**src/sv/wrd_pkg.sv**
```systemverilog
// Shared types and constants for the weather record deframer.
// Holds record type codes, result kinds, record lengths and the result struct.
// No dependencies.
package wrd_pkg;

  // Record store geometry
  localparam int unsigned StoreDepth = 17;
  localparam int unsigned CountW     = 5;
  localparam int unsigned SumW       = 12;

  // Separator byte and record type codes
  localparam logic [7:0] SEP_BYTE   = 8'hFF;
  localparam logic [7:0] TYPE_DATE  = 8'h60;
  localparam logic [7:0] TYPE_TEMP  = 8'h42;
  localparam logic [7:0] TYPE_PRESS = 8'h46;
  localparam logic [7:0] TYPE_WIND  = 8'h48;
  localparam logic [7:0] TYPE_RAIN  = 8'h41;

  // Relative pressure offset
  localparam logic [15:0] PRESS_OFS = 16'd9;
  // Wind direction step in half degrees (22.5 deg per index)
  localparam logic [9:0]  WIND_HALF_DEG = 10'd45;

  typedef enum logic [2:0] {
    KIND_DATE  = 3'd0,
    KIND_TEMP  = 3'd1,
    KIND_PRESS = 3'd2,
    KIND_WIND  = 3'd3,
    KIND_RAIN  = 3'd4
  } kind_e;

  typedef logic [7:0] rec_byte_t;

  typedef struct packed {
    kind_e       kind;
    logic [7:0]  flag_bits;
    logic [3:0]  channel;
    logic [15:0] value_zero;
    logic [15:0] value_one;
    logic [15:0] value_two;
    logic [15:0] value_three;
    logic [7:0]  stamp_minute;
    logic [7:0]  stamp_hour;
    logic [7:0]  stamp_day;
    logic [7:0]  stamp_month;
    logic [7:0]  stamp_year;
  } result_t;

  // Total record length in bytes for a type byte; zero for unknown types
  function automatic logic [CountW-1:0] len_of_type(input logic [7:0] t);
    logic [CountW-1:0] len;
    len = '0;
    case (t)
      TYPE_DATE:  len = 5'd12;
      TYPE_TEMP:  len = 5'd12;
      TYPE_PRESS: len = 5'd8;
      TYPE_WIND:  len = 5'd11;
      TYPE_RAIN:  len = 5'd17;
      default:    len = '0;
    endcase
    return len;
  endfunction

endpackage

```
**src/sv/wrd_decode.sv**
```systemverilog
// Field decoder for one complete weather record.
// Turns the stored record bytes into a result struct; depends on wrd_pkg.
// Purely combinational; the caller registers the result.
module wrd_decode import wrd_pkg::*; (
  input  rec_byte_t rec_i [StoreDepth],
  output result_t   res_o
);

  logic [9:0] wind_prod;

  // Direction index times 45 half degrees
  assign wind_prod = 10'(rec_i[2][3:0]) * WIND_HALF_DEG;

  // Decode by type byte; only known types reach here
  always_comb begin
    res_o           = '0;
    res_o.flag_bits = rec_i[0];
    unique case (rec_i[1])
      TYPE_DATE: begin
        res_o.kind         = KIND_DATE;
        res_o.value_zero   = {8'h00, rec_i[9]};
        res_o.stamp_minute = rec_i[4];
        res_o.stamp_hour   = rec_i[5];
        res_o.stamp_day    = rec_i[6];
        res_o.stamp_month  = rec_i[7];
        res_o.stamp_year   = rec_i[8];
      end
      TYPE_TEMP: begin
        res_o.kind       = KIND_TEMP;
        res_o.channel    = rec_i[2][3:0];
        res_o.value_zero = {rec_i[4], rec_i[3]};
        res_o.value_one  = {8'h00, rec_i[5]};
        res_o.value_two  = {15'd0, rec_i[0][6]};
      end
      TYPE_PRESS: begin
        res_o.kind       = KIND_PRESS;
        res_o.value_zero = {4'h0, rec_i[3][3:0], rec_i[2]};
        res_o.value_one  = {4'h0, rec_i[5][3:0], rec_i[4]} + PRESS_OFS;
      end
      TYPE_WIND: begin
        res_o.kind        = KIND_WIND;
        res_o.channel     = rec_i[2][3:0];
        res_o.value_zero  = {4'h0, rec_i[6], 4'h0} + {12'd0, rec_i[5][7:4]};
        res_o.value_one   = {4'h0, rec_i[5][3:0], rec_i[4]};
        res_o.value_two   = {7'd0, wind_prod[9:1]};
        res_o.value_three = {12'd0, rec_i[0][7:4]};
      end
      default: begin
        res_o.kind         = KIND_RAIN;
        res_o.value_zero   = {rec_i[3], rec_i[2]};
        res_o.value_one    = {rec_i[5], rec_i[4]};
        res_o.value_two    = {rec_i[7], rec_i[6]};
        res_o.value_three  = {rec_i[9], rec_i[8]};
        res_o.stamp_minute = rec_i[10];
        res_o.stamp_hour   = rec_i[11];
        res_o.stamp_day    = rec_i[12];
        res_o.stamp_month  = rec_i[13];
        res_o.stamp_year   = rec_i[14];
      end
    endcase
  end

endmodule

```
**src/sv/weather_record_deframer.sv**
```systemverilog
// Top level of the weather record deframer: separator hunt, record capture,
// checksum check and result register. Depends on wrd_pkg and wrd_decode.
//
// Channel   Dir  Handshake                  Payload
// s_axis    in   s_axis_tvalid/tready       tdata[7:0] rx_byte
// m_axis    out  m_axis_tvalid/tready       tuser kind, tdata decoded fields
//
// One byte is taken per cycle while s_axis_tready is high; a decoded result
// appears in the output register the cycle after the last checksum byte is
// accepted. Input is held off only when the next byte would complete a
// record while the previous result still waits in the output register.
// Reset returns to the separator hunt with the output register empty.
module weather_record_deframer import wrd_pkg::*; (
  input  logic         clk_i,
  input  logic         rst_ni,
  input  logic         s_axis_tvalid,
  output logic         s_axis_tready,
  input  logic [7:0]   s_axis_tdata,   // [7:0] rx_byte
  output logic         m_axis_tvalid,
  input  logic         m_axis_tready,
  output logic [2:0]   m_axis_tuser,   // [2:0] kind
  // [7:0] flag_bits, [11:8] channel, [27:12] value_zero, [43:28] value_one,
  // [59:44] value_two, [75:60] value_three, [83:76] stamp_minute,
  // [91:84] stamp_hour, [99:92] stamp_day, [107:100] stamp_month,
  // [115:108] stamp_year, [119:116] zero
  output logic [119:0] m_axis_tdata
);

  localparam logic [1:0] PH_HUNT = 2'd0;
  localparam logic [1:0] PH_SEP  = 2'd1;
  localparam logic [1:0] PH_REC  = 2'd2;

  logic [1:0]        phase_q, phase_d;
  logic [CountW-1:0] count_q, count_d;
  logic [CountW-1:0] len_q, len_d;
  logic [SumW-1:0]   sum_q, sum_d;
  rec_byte_t         store_q [StoreDepth];
  logic              out_valid_q;
  result_t           out_q;

  logic              accept;
  logic              last_byte;
  logic              store_we;
  logic [CountW-1:0] csum_idx;
  logic              csum_ok;
  logic              emit;
  result_t           dec_res;

  // Next byte closes a record: count is one below the record length
  assign last_byte = (phase_q == PH_REC) && (count_q >= 5'd2) &&
                     (count_q == len_q - 5'd1);

  // Hold the request only when a result could collide with a waiting one
  assign s_axis_tready = !out_valid_q || m_axis_tready || !last_byte;
  assign accept        = s_axis_tvalid && s_axis_tready;

  // Low checksum byte sits two below the record length
  assign csum_idx = len_q - 5'd2;
  assign csum_ok  = (s_axis_tdata[7:4] == 4'h0) &&
                    ({s_axis_tdata[3:0], store_q[csum_idx]} == sum_q);

  wrd_decode u_decode (
    .rec_i (store_q),
    .res_o (dec_res)
  );

  // Framing state machine
  always_comb begin
    phase_d  = phase_q;
    count_d  = count_q;
    len_d    = len_q;
    sum_d    = sum_q;
    store_we = 1'b0;
    emit     = 1'b0;
    if (accept) begin
      unique case (phase_q)
        PH_SEP: begin
          phase_d = (s_axis_tdata == SEP_BYTE) ? PH_REC : PH_HUNT;
          count_d = '0;
          sum_d   = '0;
        end
        PH_REC: begin
          if (count_q >= 5'(StoreDepth)) begin
            phase_d = PH_HUNT;
            count_d = '0;
            sum_d   = '0;
            len_d   = '0;
          end else if (count_q == 5'd1 && len_of_type(s_axis_tdata) == '0) begin
            // Drop unknown record type
            store_we = 1'b1;
            phase_d  = PH_HUNT;
            count_d  = '0;
            sum_d    = '0;
            len_d    = '0;
          end else begin
            store_we = 1'b1;
            if (count_q == 5'd1) begin
              len_d = len_of_type(s_axis_tdata);
            end
            if (count_q < 5'd2 || count_q < len_q - 5'd2) begin
              sum_d = sum_q + SumW'(s_axis_tdata);
            end
            count_d = count_q + 5'd1;
            if (last_byte) begin
              emit    = csum_ok;
              phase_d = PH_HUNT;
              count_d = '0;
              sum_d   = '0;
              len_d   = '0;
            end
          end
        end
        default: begin
          phase_d = (s_axis_tdata == SEP_BYTE) ? PH_SEP : PH_HUNT;
        end
      endcase
    end
  end

  // Advance control state
  always_ff @(posedge clk_i or negedge rst_ni) begin
    if (!rst_ni) begin
      phase_q <= PH_HUNT;
      count_q <= '0;
      len_q   <= '0;
      sum_q   <= '0;
    end else begin
      phase_q <= phase_d;
      count_q <= count_d;
      len_q   <= len_d;
      sum_q   <= sum_d;
    end
  end

  // Capture record bytes
  always_ff @(posedge clk_i) begin
    if (store_we) begin
      store_q[count_q] <= s_axis_tdata;
    end
  end

  // Output register valid
  always_ff @(posedge clk_i or negedge rst_ni) begin
    if (!rst_ni) begin
      out_valid_q <= 1'b0;
    end else if (emit) begin
      out_valid_q <= 1'b1;
    end else if (m_axis_tready) begin
      out_valid_q <= 1'b0;
    end
  end

  // Output register payload
  always_ff @(posedge clk_i) begin
    if (emit) begin
      out_q <= dec_res;
    end
  end

  assign m_axis_tvalid = out_valid_q;
  assign m_axis_tuser  = out_q.kind;
  assign m_axis_tdata  = {4'h0, out_q.stamp_year, out_q.stamp_month, out_q.stamp_day,
                          out_q.stamp_hour, out_q.stamp_minute, out_q.value_three,
                          out_q.value_two, out_q.value_one, out_q.value_zero,
                          out_q.channel, out_q.flag_bits};

endmodule
```
**config.mk**
```make
export PLATFORM = sky130hd
export DESIGN_NAME = weather_record_deframer
export DESIGN_NICKNAME = d
export VERILOG_FILES = /design/src/sv/wrd_pkg.sv /design/src/sv/wrd_decode.sv /design/src/sv/weather_record_deframer.sv
export SDC_FILE = /design/constraint.sdc
export NUM_CORES = 1
export LEC_CHECK = 0
export ABC_AREA = 1
export ABC_CLOCK_PERIOD_IN_PS = 15400
export BUFFER_PORTS_ARGS = -buffer_cell sky130_fd_sc_hd__buf_4
export CAP_MARGIN = 30
export CORE_UTILIZATION = 40
export CTS_BUF_LIST = sky130_fd_sc_hd__clkbuf_4 sky130_fd_sc_hd__clkbuf_8
export DETAILED_ROUTE_END_ITERATION = 6
export GPL_TIMING_DRIVEN = 1
export PLACE_DENSITY_LB_ADDON = 0.1
export SETUP_SLACK_MARGIN = 0.02
export SLEW_MARGIN = 40
export SYNTH_ARGS = -nofsm -noshare
export SYNTH_HDL_FRONTEND = slang
export SYNTH_SLANG_ARGS = --single-unit
export TNS_END_PERCENT = 1
```
**constraint.sdc**
```tcl
create_clock -name clk_i -period 15.4 [get_ports clk_i]
set_input_delay 0.77 -clock clk_i [delete_from_list [all_inputs] [get_ports clk_i]]
set_output_delay 0.77 -clock clk_i [all_outputs]
set_load 0.01 [all_outputs]
```
### After elaboration in Yosys (flattened, before gate mapping)

Index checks and enable logic that the tools add are counted.

| word-level totals | value |
|---|---|
| bits in registers | 280 |

| cells by class | value |
|---|---|
| add/sub/neg operators | 6 |
| multiply operators | 1 |
| magnitude comparators | 7 |
| equality and inequality tests | 17 |
| multiplexer cells | 45 |
| bitwise gates (word level) | 2 |
| reductions and logical operators | 25 |

Operators with widths:

| kind | count |
|---|---|
| 136-bit bitwise mux | 1 |
| 16-bit case mux with 4 select lines | 2 |
| 40-bit case mux with 2 select lines | 1 |
| 8-bit by 7-bit == test with 1-bit output, second input constant | 9 |
| 5-bit two-way mux | 10 |
| 12-bit two-way mux | 4 |
| 16-bit case mux with 3 select lines | 1 |
| 8-bit binary-select mux with 5-bit select | 1 |
| 8-bit demux with 5-bit select | 1 |
| 16-bit case mux with 2 select lines | 1 |
| 8-bit two-way mux | 3 |
| 12-bit case mux with 2 select lines | 1 |
| 5-bit case mux with 4 select lines | 1 |
| 12-bit by 4-bit adder with 13-bit output | 1 |
| 12-bit by 4-bit adder with 13-bit output, second input constant | 1 |
| 12-bit by 8-bit adder with 12-bit output | 1 |
| 12-bit == test | 1 |
| 6-bit greater-or-equal comparator, second input constant | 2 |
| 5-bit inverter with 6-bit output | 2 |
| 3-bit case mux with 4 select lines | 1 |
| 1-bit two-way mux | 11 |
| 4-bit by 6-bit multiplier with 10-bit output, second input constant | 1 |
| 5-bit case mux with 2 select lines | 1 |
| 8-bit == test, second input constant | 1 |
| 27 further kinds | 44 |

### Longest topological paths before layout

Gate-level depths: netlist of run 1.

| depth | value |
|---|---|
| depth after elaboration | 14 |
| mapped depth | 19 |
| depth with buffers taken out | 16 |

### Hierarchy

From an unflattened synthesis of run 1, not the netlist that was laid out.

| unflattened totals | value |
|---|---|
| cells, all modules | 1582 |
| area total of the unflattened synthesis | 14391.3 um^2 |

By module, submodules not included:

| module | instances | cells each | area an instance (um^2) | sequential area each (um^2) |
|---|---|---|---|---|
| weather_record_deframer | 1 | 1019 | 11830.1 | 8282.9 |
| wrd_decode | 1 | 563 | 2561.2 | 0.0 |

### Least setup slack after synthesis of run 1

OpenSTA, ideal clock, no wires.

| path | value |
|---|---|
| kind | flip-flop to flip-flop |
| start | reg len_q[1] |
| end | reg out_q, in the netlist m_axis_tdata[0], enable pin |
| data arrival time | 7.166 ns |
| required time | 14.802 ns |
| slack | 7.636 ns |
| cell stages (with the launch flop) | 16 |
| period minus slack after synthesis | 7.764 ns |
| cell sequence | dfrtp_1 > inv_1 > buf_2 > buf_2 > ha_1 > buf_2 > clkinv_1 > buf_1 > nand3_1 > nand3_1 > nand3_1 > nand3_1 > nand2_1 > nor2_1 > nand3_1 > nor2_1 |

| between the ends | value |
|---|---|
| longest elaborated chain between the ends | 12 |
| elaborated cells on any way between the ends | 18 |
| those cells by class | add/sub: 2; eq/ne: 2; mux: 8; bitwise: 1; reduce/logical: 5 |

Ends and longest elaborated chain:

| what | line | RTL |
|---|---|---|
| from (decl) | weather_record_deframer.sv:35 | `logic [CountW-1:0] len_q, len_d;` |
| from (signal assigned) | weather_record_deframer.sv:130 | `len_q <= len_d;` |
| 5-bit by 2-bit subtractor with 5-bit output | weather_record_deframer.sv:58 | `assign csum_idx = len_q - 5'd2;` |
| 5-bit inverter with 6-bit output (not written as such) | weather_record_deframer.sv:60 | `({s_axis_tdata[3:0], store_q[csum_idx]} == sum_q);` |
| 8-bit binary-select mux with 5-bit select | weather_record_deframer.sv:60 |  |
| 8-bit two-way mux (not written as such) (2 in series) | weather_record_deframer.sv:60 |  |
| 12-bit == test | weather_record_deframer.sv:60 |  |
| 1-bit logical AND | weather_record_deframer.sv:59 | `assign csum_ok = (s_axis_tdata[7:4] == 4'h0) &&` |
| 1-bit two-way mux | weather_record_deframer.sv:104 | `if (last_byte) begin` |
| 1-bit two-way mux | weather_record_deframer.sv:88 | `end else if (count_q == 5'd1 && len_of_type(s_axis_tdata) == '0) begin` |
| 1-bit two-way mux | weather_record_deframer.sv:83 | `if (count_q >= 5'(StoreDepth)) begin` |
| 1-bit two-way mux | weather_record_deframer.sv:76 | `unique case (phase_q)` |
| 1-bit two-way mux * | weather_record_deframer.sv:75 | `if (accept) begin` |
| named net emit | weather_record_deframer.sv:46 | `logic emit;` |
| to (signal assigned) | weather_record_deframer.sv:156 | `out_q <= dec_res;` |
| to (decl) | weather_record_deframer.sv:39 | `result_t out_q;` |

Mark *: on every way through the listed nets, which the timed path passes. The rest lies on a longest branch. The select of a mux whose other input is x is not followed.
A chain may end at the register's enable or synchronous reset.

### Worst setup path after layout of run 1

| path | value |
|---|---|
| start | reg len_q[1] |
| end | reg out_q, in the netlist m_axis_tdata[28], enable pin |

Same word-level chain as after synthesis.

==> metrics.txt, run 1 <==
Layout area overhead=17.82%; flop-to-flop setup slack=11.05 ns; max frequency=between 200 and 250 MHz; ys async rst share=0.08929; DRT antenna net count=0; WP data required=15.59 ns; cells after synthesis=roughly 1,300; hold buffers post-CTS=0; Via density=5.229; dpl cell area=14,900 µm²; status=finished clean; TritonRoute pass-1 iters=5; Multi-input gate area=approximately 4300 µm²; clk_skew=approximately 0.027 ns; Detail Placement HPWL=about 29,000 µm; per-cell routed wire length=~22 µm; CP Cell Sequence=inv_1, buf_4, ha_1, clkinv_1, nand3_1, nand2_1, nand2_1, nand3_1, nand3_1, nand2_1, nor2_1, nand3_1, nor2_4, buf_4; largest net degree at the start of global routing=77; Starting DRT DRC Count=847; total setup buffers inserted after CTS=0; clock slew at reported path FFs=0.06 ns; DRC=0; CP Max Fanout=54; max cap viols=0; initial antenna violation count=0; fin crit period=between 4 and 5 ns; reg2reg start=len_q[1]$_DFFE_PN0P_; first-pass GRT wire length=between 60,000 and 70,000 µm; Num Clock Sinks=280; Clock Path Buffers=3; Placer Congestion=around 0.90; share of cells above drive strength 1=0.1813; die height=roughly 190 µm; max-slew violations=0; normalized max-slew margin=0.4577; Primary FF master, synth=edfxtp_1; ranking of synthesized cells by area=edfxtp_1, nand2_1, inv_1, nand3_1, dfrtp_1; most common cell in the netlist=edfxtp_1; total CTS buffers=46; register area=8284 µm²; top-area cell type share of the netlist area=0.5697; Slowest-stage cell, CP=clkinv_1; number of H-tree levels=2; YS warnings=0; IO Count=roughly 140; leakage power=around 6.5 nW; CP arrival=approximately 4.5 ns; Tot GR Track Use=0.2465; number of global-route vias before repair=~9,700; Post-synth EDFFs=255; Setup TNS=0 ns; Synth Cell Area=13,440 µm²; fill count=slightly above 3,000; capturing point of the worst reg2reg path=m_axis_tdata[28]$_DFFE_PP_; synth unique cells=52; worst-skew pair later-pin latency=around 0.57 ns; number of diodes=0; Fin. Hold Viols=0; routed vias=10,070; CP Launch Type=flip-flop; final setup vio count=0; unrepaired setup endpoints after global routing=no; final instance area=15,840 µm²; R2R cell count=14; Hold WC Path Type=input pin to async pin; sequential cell area fraction in the yosys report=0.6162; WHS=~0.13 ns; Gates resized, CTS repair=0; Post-synth top cells=edfxtp_1, nand2_1, inv_1, nand3_1, nor2_1; most used cell, CP=nand3_1; GRT overflow=0; Tot Pwr=approximately 1.5 mW; die area=approximately 34,000 µm²; maximum vdd drop=~0.047 mV; Site Rows=66; Avg Inst Size Synth=between 10 and 15 µm²; Starting Density=0.4100; Setup CP Type=flip-flop to flip-flop; die extent in x=185.3 µm; routed wire length=around 42,000 µm; cell taking the most area after synthesis=edfxtp_1; post-route clock period utilization=0.2824; FF+latch count, synth=280; crit-path max cell delay=about 0.65 ns; Final #Nets=around 1,500; CP endpoint kind=flip-flop; core box area=approximately 33,000 µm²; CTS tree=built; Worst Tran Pin Value=roughly 0.81 ns; Power Dens Cells=between 90 and 100 nW/µm²; CTS root buffer=clkbuf_8; I/O Buffers=132
## through the flow
| step | std cells | setup slack (ns) | util |
|---|---|---|---|
| 2_1_floorplan | 1304 | 7.636 | - |
| 3_3_place_gp | 1841 | 11.14 | 0.4534 |
| 3_5_place_dp | 1841 | 10.99 | 0.4545 |
| 4_1_cts | 1925 | 10.98 | 0.4819 |
| 5_1_grt | 1926 | 10.72 | 0.4831 |
| 6_report | 1926 | 11.05 | 0.4831 |
## sequential cells by signal (all words and copies together) (netlist names)
| register | count |
|---|---|
| sum_q | 12 |
| phase_q | 2 |
| len_q | 5 |
| m_axis_tuser | 3 |
| m_axis_tdata | 116 |
| store_q | 136 |
| count_q | 5 |
| m_axis_tvalid | 1 |
## cell usage in the layout, fill, tap and decap left out, types with 3 or more instances in the layout
master	count
nand2_4	4
clkinv_2	7
ha_1	36
o22ai_1	57
o21ai_1	3
nor2_4	5
edfxtp_1	255
nand4_1	16
o31ai_1	5
a21oi_1	43
o21bai_1	3
clkbuf_4	20
xor2_1	10
fa_1	3
o21ai_0	58
o21ai_2	3
nand2_1	240
nor2_2	11
inv_1	187
conb_1	4
o32ai_1	3
nand3_1	126
clkbuf_8	47
nand2_2	8
inv_2	6
nor2_1	83
nor3_1	9
clkinv_1	10
dfrtp_1	24
buf_4	142
o211ai_1	11
xnor2_1	4
o221ai_1	10
## routing by layer
layer | vias up | track usage | wire length [µm]
li1 | 4789 | - | -
met1 | 4818 | 0.3188 | 17260
met2 | 368 | 0.4189 | 20560
met3 | 96 | 0.03500 | 2581
met4 | 0 | 0.09124 | 1516
met5 | - | 0 | 0
## worst max path at each step
stage	startpoint	endpoint	slack, ns	cells past startpoint
detailed placement	len_q[1]$_DFFE_PN0P_	m_axis_tdata[77]$_DFFE_PP_	10.99	14
global placement	len_q[1]$_DFFE_PN0P_	m_axis_tdata[22]$_DFFE_PP_	11.14	14
CTS	len_q[1]$_DFFE_PN0P_	m_axis_tdata[42]$_SDFFCE_PN0P_	10.98	14
floorplan	len_q[1]$_DFFE_PN0P_	m_axis_tdata[0]$_DFFE_PP_	7.64	15
global route	len_q[1]$_DFFE_PN0P_	m_axis_tdata[28]$_DFFE_PP_	10.72	14
finish	len_q[1]$_DFFE_PN0P_	m_axis_tdata[28]$_DFFE_PP_	11.05	14
## worst max-delay path, delay by kind of cell, from the launching register on
family,cells,cell delay (ns)
flip-flops,1,0.38
adder cells (fa/ha/maj),1,0.58
buffers and inverters,4,1.89
AND/OR/NAND/NOR,9,1.05
## layout make-up
cell class                      instances  share of cell area
Timing Repair Buffer                  144             0.06929
Tap cell                              442             0.03492
Sequential cell                       280              0.5231
Inverter                              196             0.04661
Clock inverter                         17            0.006479
Clock buffer                           67             0.05033
Multi-Input combinational cell        780              0.2693
## where the power goes
group	internal (mW)	total, mW	switching [mW]
Clock	0.349	0.642	0.293
Sequential	0.825	0.827	0.00257
Combinational	0.00867	0.0371	0.0284
## kinds of logic (layout without fill, tap and decap cells)
logic type | after synthesis | count (layout) | synth area share
other cells | 1 | 4 | 0.0002790
compound gates | 204 | 204 | 0.09150
buf+inv | 244 | 424 | 0.07205
xor+xnor | 16 | 16 | 0.01043
fa+ha+maj | 39 | 39 | 0.03798
flops | 280 | 280 | 0.6162
simple gates | 517 | 517 | 0.1716
No activity file was read; power rests on OpenSTA's default activity.
==> run 2: changes to the inputs <==
--- a/config.mk
+++ b/config.mk
@@ -6,7 +6,7 @@
 export NUM_CORES = 1
 export LEC_CHECK = 0
 export ABC_AREA = 1
-export ABC_CLOCK_PERIOD_IN_PS = 15400
+export ABC_CLOCK_PERIOD_IN_PS = 4400
 export BUFFER_PORTS_ARGS = -buffer_cell sky130_fd_sc_hd__buf_4
 export CAP_MARGIN = 30
 export CORE_UTILIZATION = 40
==> constraint.sdc (replaced) <==
create_clock -name clk_i -period 4.4 [get_ports clk_i]
set_input_delay 0.22 -clock clk_i [delete_from_list [all_inputs] [get_ports clk_i]]
set_output_delay 0.22 -clock clk_i [all_outputs]
set_load 0.01 [all_outputs]
==> metrics.txt, run 2 (synthesis gave the netlist of run 1 again) <==
routed vias=10,170 (+0.94%); Setup CP Type=flip-flop to flip-flop; CP Max Fanout=40 (-26%); number of H-tree levels=2 (unchanged); Worst Tran Pin Value=0.8454 ns (+0.03495 ns); first-pass GRT wire length=61,430 µm (-0.17%); worst-skew pair later-pin latency=0.56 ns (about the same); post-route clock period utilization=0.8040 (+0.5216); fin util=0.4857 (+0.002671); CP endpoint kind=flip-flop; I/O Buffers=132 (unchanged); max frequency=282.7 MHz (+23%); CTS root buffer=clkbuf_8; Setup TNS=0 ns (unchanged); total CTS buffers=49 (+6.5%); IO Count=137 (unchanged); per-cell routed wire length=21.31 µm (-2.1%); Worst Setup SP=len_q[1]$_DFFE_PN0P_; clock slew at reported path FFs=0.06 ns (about the same); CP arrival=3.78 ns (-0.76 ns); maximum vdd drop=0.1973 mV (+320%); die area=34,340 µm² (unchanged); normalized max-slew margin=0.4343 (-0.02339); DRT antenna net count=0 (unchanged); crit-path max cell delay=0.63 ns (-0.02 ns); Detail Placement HPWL=28,930 µm (-1.7%); GRT overflow=0 (unchanged); Hold WC Path Type=input pin to flip-flop; max-slew violations=0 (unchanged); flop-to-flop setup slack=0.86 ns (-10.19 ns); max cap viols=0 (unchanged); Starting Density=0.4100 (unchanged); CTS tree=built; total setup buffers inserted after CTS=0 (unchanged); Placer Congestion=0.9396 (+4.5%); Power Dens Cells=335.5 nW/µm² (+250%); commonest non-fill, non-tap cell in the layout=edfxtp_1; initial antenna violation count=0 (unchanged); die extent in x=185.3 µm (unchanged); number of diodes=0 (unchanged); final setup vio count=0 (unchanged); reg2reg start=len_q[1]$_DFFE_PN0P_; fill count=3,060 (-0.33%); fin crit period=3.538 ns (-0.8115 ns); status=finished clean; largest register by flop count=store_q; Clock Path Buffers=3 (unchanged); capturing point of the worst reg2reg path=m_axis_tdata[20]$_DFFE_PP_; routed wire length=41,370 µm (-1.3%); R2R cell count=15 (+1); Hold Path Origin=m_axis_tready; share of cells above drive strength 1=0.1815 (+0.0001875); commonest cells after routing, fill and taps aside=edfxtp_1, nand2_1, inv_1; WHS=0.04580 ns (-0.08691 ns); leakage power=6.576 nW (+0.56%); core box area=32,780 µm² (unchanged); Site Rows=66 (unchanged); DRC=0 (unchanged); Starting DRT DRC Count=1,122 (+32%); Layout area overhead=18.47%; WP data required=4.64 ns (-10.95 ns); Final #Nets=1,510 (+0.73%); number of global-route vias before repair=9,992 (+2.5%); Fin. Hold Viols=0 (unchanged); max reg flops=136 (unchanged); CP Launch Type=flip-flop; Via density=5.238 (+0.16%); CP Cell Sequence=inv_1, buf_4, ha_1, xor2_1, nand2_1, nand3_1, inv_1, nand3_2, nand2_1, inv_1, nand3_1, nor2_1, nand3_1, nor2_4, buf_12; critical path endpoint=m_axis_tdata[20]$_DFFE_PP_; largest net degree at the start of global routing=78 (+1.3%); clk_skew=0.01433 ns (-0.01255 ns); Tot GR Track Use=0.2441 (-0.002454); Num Clock Sinks=280 (unchanged); unrepaired setup endpoints after global routing=no; Slowest-stage cell, CP=nor2_4; TritonRoute pass-1 iters=5 (unchanged); die height=185.3 µm (unchanged)
run 2: changes by cell type in the layout (fill, tap and decap cells not counted), moves of 2 or more:
cell      delta
clkbuf_8     +7
buf_4        +6
nor2_1       +5
nor2_2       -5
clkbuf_4     -4
clkinv_1     +3
nor3_1       +2
nor3_4       -2
run 2: report_power, final:
group          internal (mW)  total (mW)  switching (mW)
logic                 0.0308       0.128          0.0970
clock network           1.26        2.32            1.05
registers               2.89        2.90         0.00885
total                   4.18        5.34            1.16
run 2: metrics by stage:
stage	setup WS (ns)	cell area (µm²)	instances	total power, mW
floorplan	0.03669	13460	1304	3.010
global placement	0.9632	14940	1849	3.078
detailed placement	0.8847	14950	1849	3.079
CTS	0.8563	15920	1941	5.398
global route	0.6175	15920	1941	5.543
finish	0.8622	15920	1941	5.342
run 2: final cells by class:
type,count,area (µm²),share of cell area
inverter,196,738.2,0.04636
sequential,280,8284,0.5202
multi-input combinational,780,4217,0.2648
timing repair buffer,152,1172,0.07362
clock inverter,21,96.34,0.006050
clock buffer,70,863.3,0.05422
tap,442,553.0,0.03473
run 2: per-layer routing:
| layer | vias to the layer above | global-route usage | share of wire |
|---|---|---|---|
| met3 | 84 | 0.03814 | 0.062 |
| met1 | 4857 | 0.3224 | 0.42 |
| li1 | 4816 | - | - |
| met5 | - | 0 | 0 |
| met2 | 409 | 0.4058 | 0.49 |
| met4 | 0 | 0.08661 | 0.031 |
run 2: how the worst min path moves through the flow:
stage | endpoint | slack (ns) | cells after the start
3_3_place_gp | sum_q[3]$_DFFE_PN0P_ | 0.16 | 1
5_1_grt | m_axis_tvalid$_DFFE_PN0P_ | 0.03 | 3
2_1_floorplan | count_q[0]$_DFFE_PN0P_ | -0.08 | 0
3_5_place_dp | sum_q[3]$_DFFE_PN0P_ | 0.16 | 1
6_report | m_axis_tvalid$_DFFE_PN0P_ | 0.05 | 3
4_1_cts | m_axis_tvalid$_DFFE_PN0P_ | 0.02 | 3
run 2: repair_timing:
action                     CTS  global route
setup endpoints to repair    0             0
hold buffers                 1             0
resized for setup            0             0
hold endpoints to repair    25             0
run 2: critical path, delay by kind of cell, from the launching register on:
family | cells | cell delay, ns
XOR/XNOR | 1 | 0.16
adder cells (fa/ha/maj) | 1 | 0.29
buffers and inverters | 5 | 1.04
flip-flops | 1 | 0.38
AND/OR/NAND/NOR | 8 | 1.32
